File: src/rtl/core/hcb_pkg.sv
// shared types and constants for the huffman code builder
`default_nettype none
package hcb_pkg;
    localparam int MaxSymbols = 32;
    localparam int NodeCount  = 2 * MaxSymbols - 1;
    localparam int NodeW      = 6;
    localparam int LinkW      = 7;
    localparam int WeightW    = 20;

    typedef logic [NodeW-1:0] t_node;
    typedef logic [LinkW-1:0] t_link;

    // parent link value for a node that has no parent yet
    localparam t_link NodeNone = t_link'(127);

    typedef enum logic [3:0] {
        ST_LOAD, ST_CLEAR, ST_SCAN, ST_MERGE, ST_MERGE_HI, ST_WALK_INIT, ST_WALK, ST_EMIT
    } t_state;

    typedef struct packed {
        logic clear_start;
        logic clear_step;
        logic scan_start;
        logic scan_step;
        logic merge_lo;
        logic merge_hi;
        logic walk_init;
        logic walk_step;
        logic emit_load;
    } t_cmd;

    typedef struct packed {
        logic clear_done;
        logic scan_done;
        logic build_done;
        logic walk_done;
        logic sym_done;
    } t_status;
endpackage
`default_nettype wire

File: src/rtl/core/hcb_datapath.sv
// node store, minimum scan, merge and code walk
`default_nettype none
module hcb_datapath import hcb_pkg::*; (
    input  wire logic         i_clk,
    input  wire logic         i_rst_n,
    input  wire logic         i_load,
    input  wire logic [14:0]  i_weight,
    input  wire logic [5:0]   i_load_idx,
    input  wire logic [5:0]   i_n,
    input  wire t_cmd         i_cmd,
    output t_status           o_status,
    output logic [4:0]        o_symbol,
    output logic [30:0]       o_code_bits,
    output logic [4:0]        o_code_length,
    output logic              o_last
);
    logic [WeightW-1:0] r_wmem [NodeCount];
    t_link r_pmem [NodeCount];
    t_node r_lmem [NodeCount];
    logic [WeightW-1:0] r_wq;
    t_link r_pq;
    t_node r_lq;
    t_node rd_addr;
    logic  w_we, p_we;
    t_node w_addr, p_addr;
    logic [WeightW-1:0] w_data;
    t_link p_data;
    t_node r_k, r_i, r_lo, r_hi, r_sym, r_c, r_ch, r_cmp_k;
    logic  r_issue, r_cmp_v, r_have_ch;
    logic  r_have1, r_have2;
    logic [WeightW-1:0] r_min1, r_min2;
    logic [30:0] r_code;
    logic [4:0]  depth_sat;
    logic [5:0]  r_depth_full;
    t_node n_k;

    assign n_k = r_k + t_node'(1);

    // one write and one registered read per memory and cycle
    always_comb begin
        w_we   = i_load || i_cmd.merge_lo;
        w_addr = i_cmd.merge_lo ? r_i : i_load_idx[NodeW-1:0];
        w_data = i_cmd.merge_lo ? WeightW'(r_min1 + r_min2) : WeightW'(i_weight);
        p_we   = i_cmd.clear_step || i_cmd.merge_lo || i_cmd.merge_hi;
        p_addr = r_k;
        p_data = NodeNone;
        if (i_cmd.merge_lo) begin
            p_addr = r_lo;
            p_data = {1'b0, r_i};
        end else if (i_cmd.merge_hi) begin
            p_addr = r_hi;
            p_data = {1'b0, r_i};
        end
        rd_addr = r_k;
        if (i_cmd.walk_init) rd_addr = r_sym;
        else if (i_cmd.walk_step && r_pq != NodeNone) rd_addr = r_pq[NodeW-1:0];
    end

    always_ff @(posedge i_clk) begin
        if (w_we) r_wmem[w_addr] <= w_data;
        r_wq <= r_wmem[rd_addr];
    end

    always_ff @(posedge i_clk) begin
        if (p_we) r_pmem[p_addr] <= p_data;
        r_pq <= r_pmem[rd_addr];
    end

    always_ff @(posedge i_clk) begin
        if (i_cmd.merge_lo) r_lmem[r_i] <= r_lo;
        r_lq <= r_lmem[rd_addr];
    end

    // scan issues one address a cycle, the compare follows in the next cycle
    always_ff @(posedge i_clk) begin
        if (!i_rst_n) begin
            r_issue <= 1'b0;
            r_cmp_v <= 1'b0;
        end else if (i_cmd.scan_start) begin
            r_issue <= 1'b1;
            r_cmp_v <= 1'b0;
        end else if (i_cmd.scan_step) begin
            r_issue <= r_issue && (n_k != r_i);
            r_cmp_v <= r_issue;
        end
    end

    always_ff @(posedge i_clk) begin
        if (i_cmd.clear_start || i_cmd.scan_start) r_k <= '0;
        else if (i_cmd.clear_step || (i_cmd.scan_step && r_issue)) r_k <= n_k;
        r_cmp_k <= r_k;
        if (i_cmd.clear_start) r_i <= i_n[NodeW-1:0];
        else if (i_cmd.merge_hi) r_i <= r_i + t_node'(1);
        if (i_cmd.scan_start) begin
            r_have1 <= 1'b0;
            r_have2 <= 1'b0;
        end else if (i_cmd.scan_step && r_cmp_v && r_pq == NodeNone) begin
            if (!r_have1 || r_wq < r_min1) begin
                if (r_have1) begin
                    r_min2 <= r_min1;
                    r_hi <= r_lo;
                    r_have2 <= 1'b1;
                end
                r_min1 <= r_wq;
                r_lo <= r_cmp_k;
                r_have1 <= 1'b1;
            end else if (!r_have2 || r_wq < r_min2) begin
                r_min2 <= r_wq;
                r_hi <= r_cmp_k;
                r_have2 <= 1'b1;
            end
        end
        if (i_cmd.walk_init) begin
            r_c <= r_sym;
            r_have_ch <= 1'b0;
            r_code <= '0;
            r_depth_full <= '0;
        end else if (i_cmd.walk_step) begin
            // read data belongs to r_c: its left child decides the bit of the edge below
            if (r_have_ch) begin
                if (r_depth_full < 6'd31)
                    r_code[r_depth_full[4:0]] <= (r_lq != r_ch);
                r_depth_full <= r_depth_full + 6'd1;
            end
            if (r_pq != NodeNone) begin
                r_ch <= r_c;
                r_c <= r_pq[NodeW-1:0];
                r_have_ch <= 1'b1;
            end
        end
        if (i_cmd.clear_start) r_sym <= '0;
        else if (i_cmd.emit_load) r_sym <= r_sym + t_node'(1);
    end

    assign depth_sat = (r_depth_full > 6'd31) ? 5'd31 : r_depth_full[4:0];
    assign o_status.clear_done = (r_k == t_node'(NodeCount - 1));
    assign o_status.scan_done  = r_cmp_v && !r_issue;
    assign o_status.build_done = ({1'b0, r_i} == {i_n, 1'b0} - 7'd2);
    assign o_status.walk_done  = (r_pq == NodeNone);
    assign o_status.sym_done   = ({1'b0, r_sym} + 7'd1 == {1'b0, i_n});
    assign o_symbol      = r_sym[4:0];
    assign o_code_bits   = r_code;
    assign o_code_length = depth_sat;
    assign o_last        = o_status.sym_done;
endmodule
`default_nettype wire

File: src/rtl/core/hcb_ctrl.sv
// sequencer for load, build and code output
`default_nettype none
module hcb_ctrl import hcb_pkg::*; (
    input  wire logic i_clk,
    input  wire logic i_rst_n,
    input  wire logic i_last_load,
    input  wire logic i_load,
    input  wire logic i_out_ready,
    input  wire t_status i_status,
    output t_cmd      o_cmd,
    output logic      o_busy,
    output logic      o_out_valid
);
    t_state r_state, n_state;

    always_ff @(posedge i_clk) begin
        if (!i_rst_n) r_state <= ST_LOAD;
        else r_state <= n_state;
    end

    always_comb begin
        n_state = r_state;
        o_cmd = '0;
        o_out_valid = 1'b0;
        o_busy = (r_state != ST_LOAD);
        case (r_state)
            ST_LOAD: begin
                if (i_load && i_last_load) begin
                    o_cmd.clear_start = 1'b1;
                    n_state = ST_CLEAR;
                end
            end
            ST_CLEAR: begin
                o_cmd.clear_step = 1'b1;
                if (i_status.clear_done) begin
                    o_cmd.scan_start = 1'b1;
                    n_state = ST_SCAN;
                end
            end
            ST_SCAN: begin
                o_cmd.scan_step = 1'b1;
                if (i_status.scan_done) n_state = ST_MERGE;
            end
            ST_MERGE: begin
                o_cmd.merge_lo = 1'b1;
                n_state = ST_MERGE_HI;
            end
            ST_MERGE_HI: begin
                o_cmd.merge_hi = 1'b1;
                if (i_status.build_done) begin
                    n_state = ST_WALK_INIT;
                end else begin
                    o_cmd.scan_start = 1'b1;
                    n_state = ST_SCAN;
                end
            end
            ST_WALK_INIT: begin
                o_cmd.walk_init = 1'b1;
                n_state = ST_WALK;
            end
            ST_WALK: begin
                o_cmd.walk_step = 1'b1;
                if (i_status.walk_done) n_state = ST_EMIT;
            end
            ST_EMIT: begin
                o_out_valid = 1'b1;
                if (i_out_ready) begin
                    o_cmd.emit_load = 1'b1;
                    n_state = i_status.sym_done ? ST_LOAD : ST_WALK_INIT;
                end
            end
            default: n_state = ST_LOAD;
        endcase
    end

`ifndef SYNTHESIS
    a_valid_emit: assert property (@(posedge i_clk) disable iff (!i_rst_n)
        o_out_valid |-> r_state == ST_EMIT) else $error("valid outside emit");
    a_hold: assert property (@(posedge i_clk) disable iff (!i_rst_n)
        o_out_valid && !i_out_ready |=> o_out_valid) else $error("beat dropped");
    a_busy: assert property (@(posedge i_clk) disable iff (!i_rst_n)
        o_busy |-> !(o_cmd.clear_start)) else $error("restart while busy");
`endif
endmodule
`default_nettype wire

File: src/rtl/core/huffman_code_builder_unit.sv
// huffman code builder top level
// after the last weight: a clear of all parent links, then for each merge i = N..2N-2 a scan
// of the root nodes below i, then a code walk for each symbol from its leaf up to the root
// throughput: one weight per cycle while loading; each code is held until i_ready
// no new weight is taken while the tree is built or codes are emitted
// synchronous active-low reset: symbol_count 32, load count 0, idle in load state
`default_nettype none
module huffman_code_builder_unit import hcb_pkg::*; (
    input  wire logic        i_clk,
    input  wire logic        i_rst_n,
    input  wire logic        i_valid,
    output logic             o_ready,
    input  wire logic [14:0] i_weight,
    output logic             o_valid,
    input  wire logic        i_ready,
    output logic [4:0]       o_symbol,
    output logic [30:0]      o_code_bits,
    output logic [4:0]       o_code_length,
    output logic             o_last,
    input  wire logic        i_cfg_we,
    input  wire logic [5:0]  i_cfg_data
);
    logic [5:0] r_count, r_load, n_eff;
    logic busy, load, last_load;
    t_cmd cmd;
    t_status status;

    assign n_eff = (r_count < 6'd2) ? 6'd2 :
                   (r_count > 6'(MaxSymbols)) ? 6'(MaxSymbols) : r_count;
    assign o_ready = !busy;
    assign load = i_valid && o_ready;
    assign last_load = (r_load + 6'd1 == n_eff);

    always_ff @(posedge i_clk) begin
        if (!i_rst_n) begin
            r_count <= 6'd32;
            r_load <= '0;
        end else if (i_cfg_we) begin
            r_count <= i_cfg_data;
            r_load <= '0;
        end else if (load) begin
            r_load <= last_load ? 6'd0 : r_load + 6'd1;
        end
    end

    hcb_ctrl u_ctrl (
        .i_clk, .i_rst_n, .i_last_load(last_load), .i_load(load),
        .i_out_ready(i_ready), .i_status(status), .o_cmd(cmd),
        .o_busy(busy), .o_out_valid(o_valid)
    );

    hcb_datapath u_dp (
        .i_clk, .i_rst_n, .i_load(load), .i_weight, .i_load_idx(r_load),
        .i_n(n_eff), .i_cmd(cmd), .o_status(status), .o_symbol,
        .o_code_bits, .o_code_length, .o_last
    );
endmodule
`default_nettype wire
File: config.mk
export PLATFORM = sky130hd
export DESIGN_NAME = huffman_code_builder_unit
export DESIGN_NICKNAME = d
export VERILOG_FILES = /design/src/rtl/core/hcb_pkg.sv /design/src/rtl/core/hcb_datapath.sv /design/src/rtl/core/hcb_ctrl.sv /design/src/rtl/core/huffman_code_builder_unit.sv
export SDC_FILE = /design/constraint.sdc
export NUM_CORES = 2
export LEC_CHECK = 0
export BUFFER_PORTS_ARGS = -buffer_cell sky130_fd_sc_hd__buf_2
export CAP_MARGIN = 25
export CORE_UTILIZATION = 40
export DETAILED_ROUTE_END_ITERATION = 8
export PLACE_DENSITY_LB_ADDON = 0.08
export SYNTH_ARGS = -nofsm -noshare
export SYNTH_HDL_FRONTEND = slang
export SYNTH_SLANG_ARGS = --single-unit
File: constraint.sdc
create_clock -name i_clk -period 5.7 [get_ports i_clk]
set_input_delay 1.14 -clock i_clk [delete_from_list [all_inputs] [get_ports i_clk]]
set_output_delay 1.14 -clock i_clk [all_outputs]
set_load 0.02 [all_outputs]
# ---- Yosys cells after proc, flatten, opt, wreduce, memory -nomap -nowiden
# Memories as Yosys holds them, arrays and structs flattened. A register that Yosys moved wholly into a read port is not among the register bits.
# Cells that the tools add are included.
dict set report totals {
  ff_bits 146
  latchBits 0
  ramBits 2079
  mem_bits_ro 0
  input_bits 26
  out_inout_bits 44
  elab_cells 161
  memories 3
}
# name depth word_bits read_ports rd_clocked_by_memory_dff wr line_no
set mem_list {}
lappend mem_list {u_dp.r_wmem 63 20 1 1 1 hcb_datapath.sv:17} ;# logic [WeightW-1:0] r_wmem [NodeCount];
lappend mem_list {u_dp.r_pmem 63 7 1 1 1 hcb_datapath.sv:18} ;# t_link r_pmem [NodeCount];
lappend mem_list {u_dp.r_lmem 63 6 1 1 1 hcb_datapath.sv:19} ;# t_node r_lmem [NodeCount];
dict set report classes {
  add_sub_neg 8
  mul 0
  div 0
  magnitude_cmp 8
  n_eq_ne 21
  n_shift 0
  n_mux 59
  bitwise 3
  n_reduce_logical 39
}
# cell count
set op_table {}
lappend op_table {{2-to-1 mux 6 bit} 16}
lappend op_table {{2-to-1 mux 20 bit} 4}
lappend op_table {{less-than comparator 20 bit} 2}
lappend op_table {{one-hot mux 4 bit (8 select lines)} 1}
lappend op_table {{bitwise mux 31 bit} 1}
lappend op_table {{adder 6 x 1 -> 6 bit, second input constant} 5}
lappend op_table {{2-to-1 mux 1 bit} 25}
lappend op_table {{adder 20 bit} 1}
lappend op_table {{2-to-1 mux 4 bit} 5}
lappend op_table {{== test 4 x 3 -> 1 bit, second input constant} 4}
lappend op_table {{2-to-1 mux 7 bit} 2}
lappend op_table {{!= test 6 bit} 2}
lappend op_table {{AND reduction 3 bit} 4}
lappend op_table {{nonzero test 2 bit} 5}
lappend op_table {{logical AND 1 bit} 9}
lappend op_table {{== test 4 x 2 -> 1 bit, second input constant} 2}
lappend op_table {{!= test 2 bit, second input constant} 4}
lappend op_table {{AND reduction 2 bit} 4}
lappend op_table {{adder 6 x 1 -> 7 bit, second input constant} 1}
lappend op_table {{== test 6 x 7 -> 1 bit} 1}
lappend op_table {{== test 7 x 6 -> 1 bit} 1}
lappend op_table {{== test 7 bit, second input constant} 1}
lappend op_table {{logical OR 1 bit} 7}
lappend op_table {{!= test 7 bit, second input constant} 1}
lappend op_table {{other kinds (22)} 30}

# ---- Depth between registers and ports, before layout
dict set report logic_depth {
  word_depth 9
  depth_mapped 17
  mapped_depth_nobuf 14
}

# ---- Modules after synthesis
# Synthesis repeated with hierarchy kept, for this count alone.
dict set report hier_totals {
  cells_unflattened 7134
  hier_area_um2 91690.4
}
# mod n_inst cells_each area_each_um2 seq_area_each_um2
set by_module_without_submodules {}
lappend by_module_without_submodules {hcb_datapath 1 7020 90672.0 66393.7}
lappend by_module_without_submodules {huffman_code_builder_unit 1 71 715.7 240.2}
lappend by_module_without_submodules {hcb_ctrl 1 43 302.8 60.1}

# ---- Worst setup path before layout
# Ideal clock, no wire load.
dict set report synth_path {
  path_kind {register -> register}
  startpoint {register u_dp.r_min2[0]}
  endpoint {memory u_dp.r_wmem[0][14] (data pin)}
  setup_ns 0.711
  arrival_time_ns 4.572
  required_ns 4.989
  setup_slack_ns 0.416
  path_stages_with_launch 11
  n_path_buf 0
  period_less_slack_ns 5.284
  path_cell_list {edfxtp_1 ha_1 inv_1 fa_1 nor2b_1 o21a_1 o21ai_0 a21oi_1 o21ai_0 o21ai_0 o31ai_1}
}
dict set report synth_via {
  elab_chain_len 2
}
# item line_no
set synth_rtl {}
lappend synth_rtl {{start: declaration} hcb_datapath.sv:31} ;# logic [WeightW-1:0] r_min1, r_min2;
lappend synth_rtl {{start signal: assignment} hcb_datapath.sv:100} ;# r_min2 <= r_min1;
lappend synth_rtl {{start signal: assignment} hcb_datapath.sv:108} ;# r_min2 <= r_wq;
lappend synth_rtl {{adder 20 bit} hcb_datapath.sv:43} ;# w_data = i_cmd.merge_lo ? WeightW'(r_min1 + r_min2) : WeightW'(i_weight);
lappend synth_rtl {{2-to-1 mux 20 bit} hcb_datapath.sv:43}
lappend synth_rtl {{net u_dp.w_data[14]} hcb_datapath.sv:26} ;# logic [WeightW-1:0] w_data;
lappend synth_rtl {{end: declaration} hcb_datapath.sv:17}
# The timed path passes the listed nets, and every way through them passes these cells.

# ---- Worst setup path in the final report
dict set report layout_path {
  startpoint {register u_ctrl.r_state[2]}
  endpoint {register u_dp.r_wq[7] (read register of u_dp.r_wmem)}
}
dict set report layout_via {
  elab_chain_len 5
  elab_cells_between_ends 7
  cone_classes {eq/ne: 2; mux: 4; reduce/logical: 1}
}
# item line_no
set layout_rtl {}
lappend layout_rtl {{start: declaration} hcb_ctrl.sv:14} ;# t_state r_state, n_state;
lappend layout_rtl {{start signal: assignment} hcb_ctrl.sv:18} ;# else r_state <= n_state;
lappend layout_rtl {{== test 4 x 3 -> 1 bit} hcb_ctrl.sv:26} ;# case (r_state)
lappend layout_rtl {{2-to-1 mux 1 bit} hcb_ctrl.sv:26}
lappend layout_rtl {{logical AND 1 bit} hcb_datapath.sv:56} ;# else if (i_cmd.walk_step && r_pq != NodeNone) rd_addr = r_pq[NodeW-1:0];
lappend layout_rtl {{2-to-1 mux 6 bit} hcb_datapath.sv:56}
lappend layout_rtl {{2-to-1 mux 6 bit (*)} hcb_datapath.sv:55} ;# if (i_cmd.walk_init) rd_addr = r_sym;
lappend layout_rtl {{end: declaration} hcb_datapath.sv:20} ;# logic [WeightW-1:0] r_wq;
# Every way passes the cells marked *; elsewhere a longest branch is shown, timed or not.
# A chain may end at the register's enable or synchronous reset.

==> key figures <==
Worst setup path
  • RR Endpoint: u_dp.r_wq[7]
  • R2R cell count: 12
  • Reg2reg start: u_ctrl.r_state[2]
  • Reg2reg setup slack: slightly below 600 ps
  • Critical path required time: roughly 6500 ps
  • Worst setup EP type: register
  • Crit Path Category: register to register
  • CP Data Arrival Time: ~6000 ps
  • CP startpoint kind: register
  • Max Fanout on Critical Path: 48

Hold path
  • HP Class: register to register
  • Hold_sp: u_dp.r_c[4]
  • Worst hold endpoint: u_dp.r_ch[4]
  • Worst hold path cell count: 0

Place
  • Post-DP HPWL: between 150 and 200 mm
  • Setup slack at placement: 705 ps
  • Port Buffers: 69
  • Gpl congestion: 0.821

Timing
  • Clock skew: 69.1 ps
  • Final Max Slew Viols: 0
  • Unrepaired setup endpoints after global routing: false
  • Minimum clock period: 5120 ps
  • Final WS setup: 584 ps
  • Worst-Margin Slew: approximately 1200 ps
  • Final Hold Vio Count: 0
  • Setup TNS: 0 ps
  • Tcrit/Tclk final: 0.897
  • Final setup fails: 0
  • F_max: 0.195 GHz
  • Slew headroom: 0.199

GRT
  • Initial antenna violation count: 19
  • GRT overflow: 0
  • All-Layer GR Usage: 0.239
  • First-pass GRT wire length: 400 mm
  • Largest net degree at the start of global routing: 126
  • Via count of the first global-routing pass: roughly 55000

Logic synthesis
  • Flops & latches, synth: roughly 2300
  • Ys async rst share: 0
  • Syn nets: 6651
  • Synth Warn #: 0
  • Sequential-to-total area share from yosys stat: 0.726
  • Yosys cell types: 75
  • Synthesized cell area: between 90000 and 100000 um^2
  • Post-synth EDFFs: between 2000 and 2500
  • Post-Syn Instances: roughly 6600
  • Synth Area per Inst: between 10 and 15 um^2
  • Main flop type after synthesis: edfxtp_1

Clocking
  • Clock tree root buffer cell: clkbuf_16
  • Post-CTS Hold Buffers: 0
  • Clock transition at path regs: 60 ps
  • PostCTS Resize Cnt: 0
  • H-tree level count: 4
  • Clk sinks: 2257
  • Max Root-Sink Buffers: 3
  • Postcts setup bufs: 0
  • TritonCTS clock tree: done
  • Skew-Pair Late Insertion Delay: 920 ps
  • CTS Buf Count: 236

Finish
  • Layout Utilization: 0.457
  • # nets final: 6741
  • Area grow syn2layout: 13.4%
  • Fillcell total: 20200
  • Ratio of cells with drive above 1 in the final layout: 0.131

Detailed routing
  • Drt wl/cell: 28.3 um
  • Via/cell ratio: 5.75
  • Post-route ant nets: 0
  • Vias: around 57000
  • Total wire length: approximately 280 mm
  • DRT Pass-1 Iters: 8
  • Starting DRT DRC Count: 6092
  • DR DRC count: 0

Floorplanning
  • Core area: 228000 um^2
  • Overall die height: 481 um
  • Die width: 481 um
  • I/O pin cnt: 70
  • Initial core utilization: 0.403
  • Die footprint: between 200000 and 250000 um^2
  • Row cnt: 175

Job
  • Max cap viols: 0

Pwr
  • P_leak: 35.6 nW
  • Max rail drop VDD: 463 uV
  • Pwr Density: 494 nW/um^2

Outcome
  • Outcome: finished, final reports clean
[registers in the layout, summed over array words and instances (netlist names), 7 cells and up]
name / cells
u_dp.o_code_bits: 31
u_dp.r_pq: 7
u_dp.r_min2: 20
u_dp.r_wq: 20
u_dp.r_wmem: 1260
u_dp.r_min1: 20
u_dp.r_lmem: 378
u_dp.r_pmem: 441
[cells in the mapped netlist, types with 11 or more instances]
library cell / instances / share of area
or3_1: 11 / 0.00075
or2_2: 17 / 0.0012
nand4_1: 16 / 0.0011
nand2_1: 991 / 0.040
a211o_1: 29 / 0.0028
mux2i_1: 246 / 0.027
mux2_2: 29 / 0.0036
o21ai_0: 97 / 0.0053
a21o_1: 55 / 0.0045
a211oi_1: 46 / 0.0038
nand2b_1: 18 / 0.0012
a221oi_1: 234 / 0.022
a22oi_1: 42 / 0.0034
inv_1: 63 / 0.0026
a221oi_2: 25 / 0.0041
xor2_1: 29 / 0.0028
buf_6: 25 / 0.0031
buf_1: 48 / 0.0020
xnor2_1: 35 / 0.0033
nor2_1: 335 / 0.014
o22ai_1: 53 / 0.0036
edfxtp_1: 2149 / 0.70
nor2b_1: 17 / 0.0012
buf_4: 32 / 0.0026
buf_2: 164 / 0.0089
o32ai_1: 28 / 0.0027
nor3_1: 211 / 0.011
a21oi_2: 12 / 0.0011
clkbuf_1: 187 / 0.0076
a32o_1: 26 / 0.0028
a21oi_1: 901 / 0.049
mux4_2: 53 / 0.013
ha_1: 67 / 0.0091
dfxtp_1: 108 / 0.024
nand3_1: 30 / 0.0016
[placed cells by master, fill, tap and decap left out, drive strengths merged, types with 7 or more instances in the layout]
master	count
a22oi	43
o21ai	101
nand2	991
a21oi	913
o32ai	28
a32o	26
nand3b	8
xnor2	35
mux4	53
buf	309
and2	9
edfxtp	2149
or3	11
o21a	9
o22ai	53
nor3	211
and3	7
a31oi	10
nand3	30
clkbuf	313
mux2	29
dfxtp	108
a221oi	259
mux2i	246
ha	67
nand2b	18
a211oi	48
bufinv	18
or2	18
nor2	336
a211o	29
clkinv	106
a21o	55
nand4	16
nor2b	17
xor2	29
inv	68
[power by group]
| part | leakage, nW | internal (W) | switching, W |
|---|---|---|---|
| registers | 20.7 | 0.0187 | 0.000502 |
| clock network | 3.73 | 0.00868 | 0.00660 |
| logic | 11.2 | 0.00516 | 0.0118 |
[stage by stage]
stage | std cells | area (um^2) | power [W] | hold slack [ps]
3_3_place_gp | 9399 | 96300 | 0.0363 | 405
3_5_place_dp | 9414 | 96500 | 0.0364 | 406
2_1_floorplan | 6557 | 91900 | 0.0296 | 329
6_report | 9867 | 104000 | 0.0514 | 423
4_1_cts | 9857 | 104000 | 0.0517 | 422
5_1_grt | 9863 | 104000 | 0.0535 | 419
[layout make-up]
type,instances,area [um^2],area share
Sequential cell,2257,66700,0.640
Multi-Input combinational cell,3776,23200,0.223
Clock buffer,312,6390,0.0613
Tap cell,3009,3760,0.0361
Timing Repair Buffer,310,2570,0.0247
Clock inverter,131,1270,0.0122
Inverter,66,248,0.00238
Antenna cell,6,15.0,0.000144
[how the worst max path moves through the flow]
stage,startpoint,endpoint,cells past startpoint,slack [ps]
after floorplan,u_dp.r_min2[0],u_dp.r_wmem[0][14],10,420
after global placement,u_ctrl.r_state[2],u_dp.r_wq[7],11,380
after detailed placement,u_ctrl.r_state[2],u_dp.r_wq[6],11,710
after CTS,u_ctrl.r_state[2],u_dp.r_wq[7],12,690
after global routing,u_ctrl.r_state[2],u_dp.r_wq[14],12,430
final,u_ctrl.r_state[2],u_dp.r_wq[7],12,580
[kinds of logic after synthesis]
family,count (synthesis),share of synthesized area
flip-flops,2257,0.726
XOR/XNOR,64,0.00610
multiplexers,328,0.0433
AO/OA/AOI/OAI,1625,0.112
buffers and inverters,524,0.0270
AND/OR/NAND/NOR,1691,0.0761
adder cells (fa/ha/maj),68,0.00934
[routing by layer]
layer  global-route usage  routed length, um  share of wire
met3               0.0390              19100          0.068
met2                0.363             126000           0.45
met1                0.357             129000           0.46
met5                    0                 13       0.000046
met4               0.0530               5170          0.018
[worst max-delay path: stages (launching register included)]
cell,delay (ps)
dfxtp_1,320
buf_4,360
nand3b_1,480
nor2_1,440
a211o_4,630
buf_4,510
buf_4,400
a21oi_1,120
a221oi_1,450
nor3_1,150
o32ai_1,660
buf_4,300
a211o_1,120
Note: power is estimated with default switching activity, not from simulation.
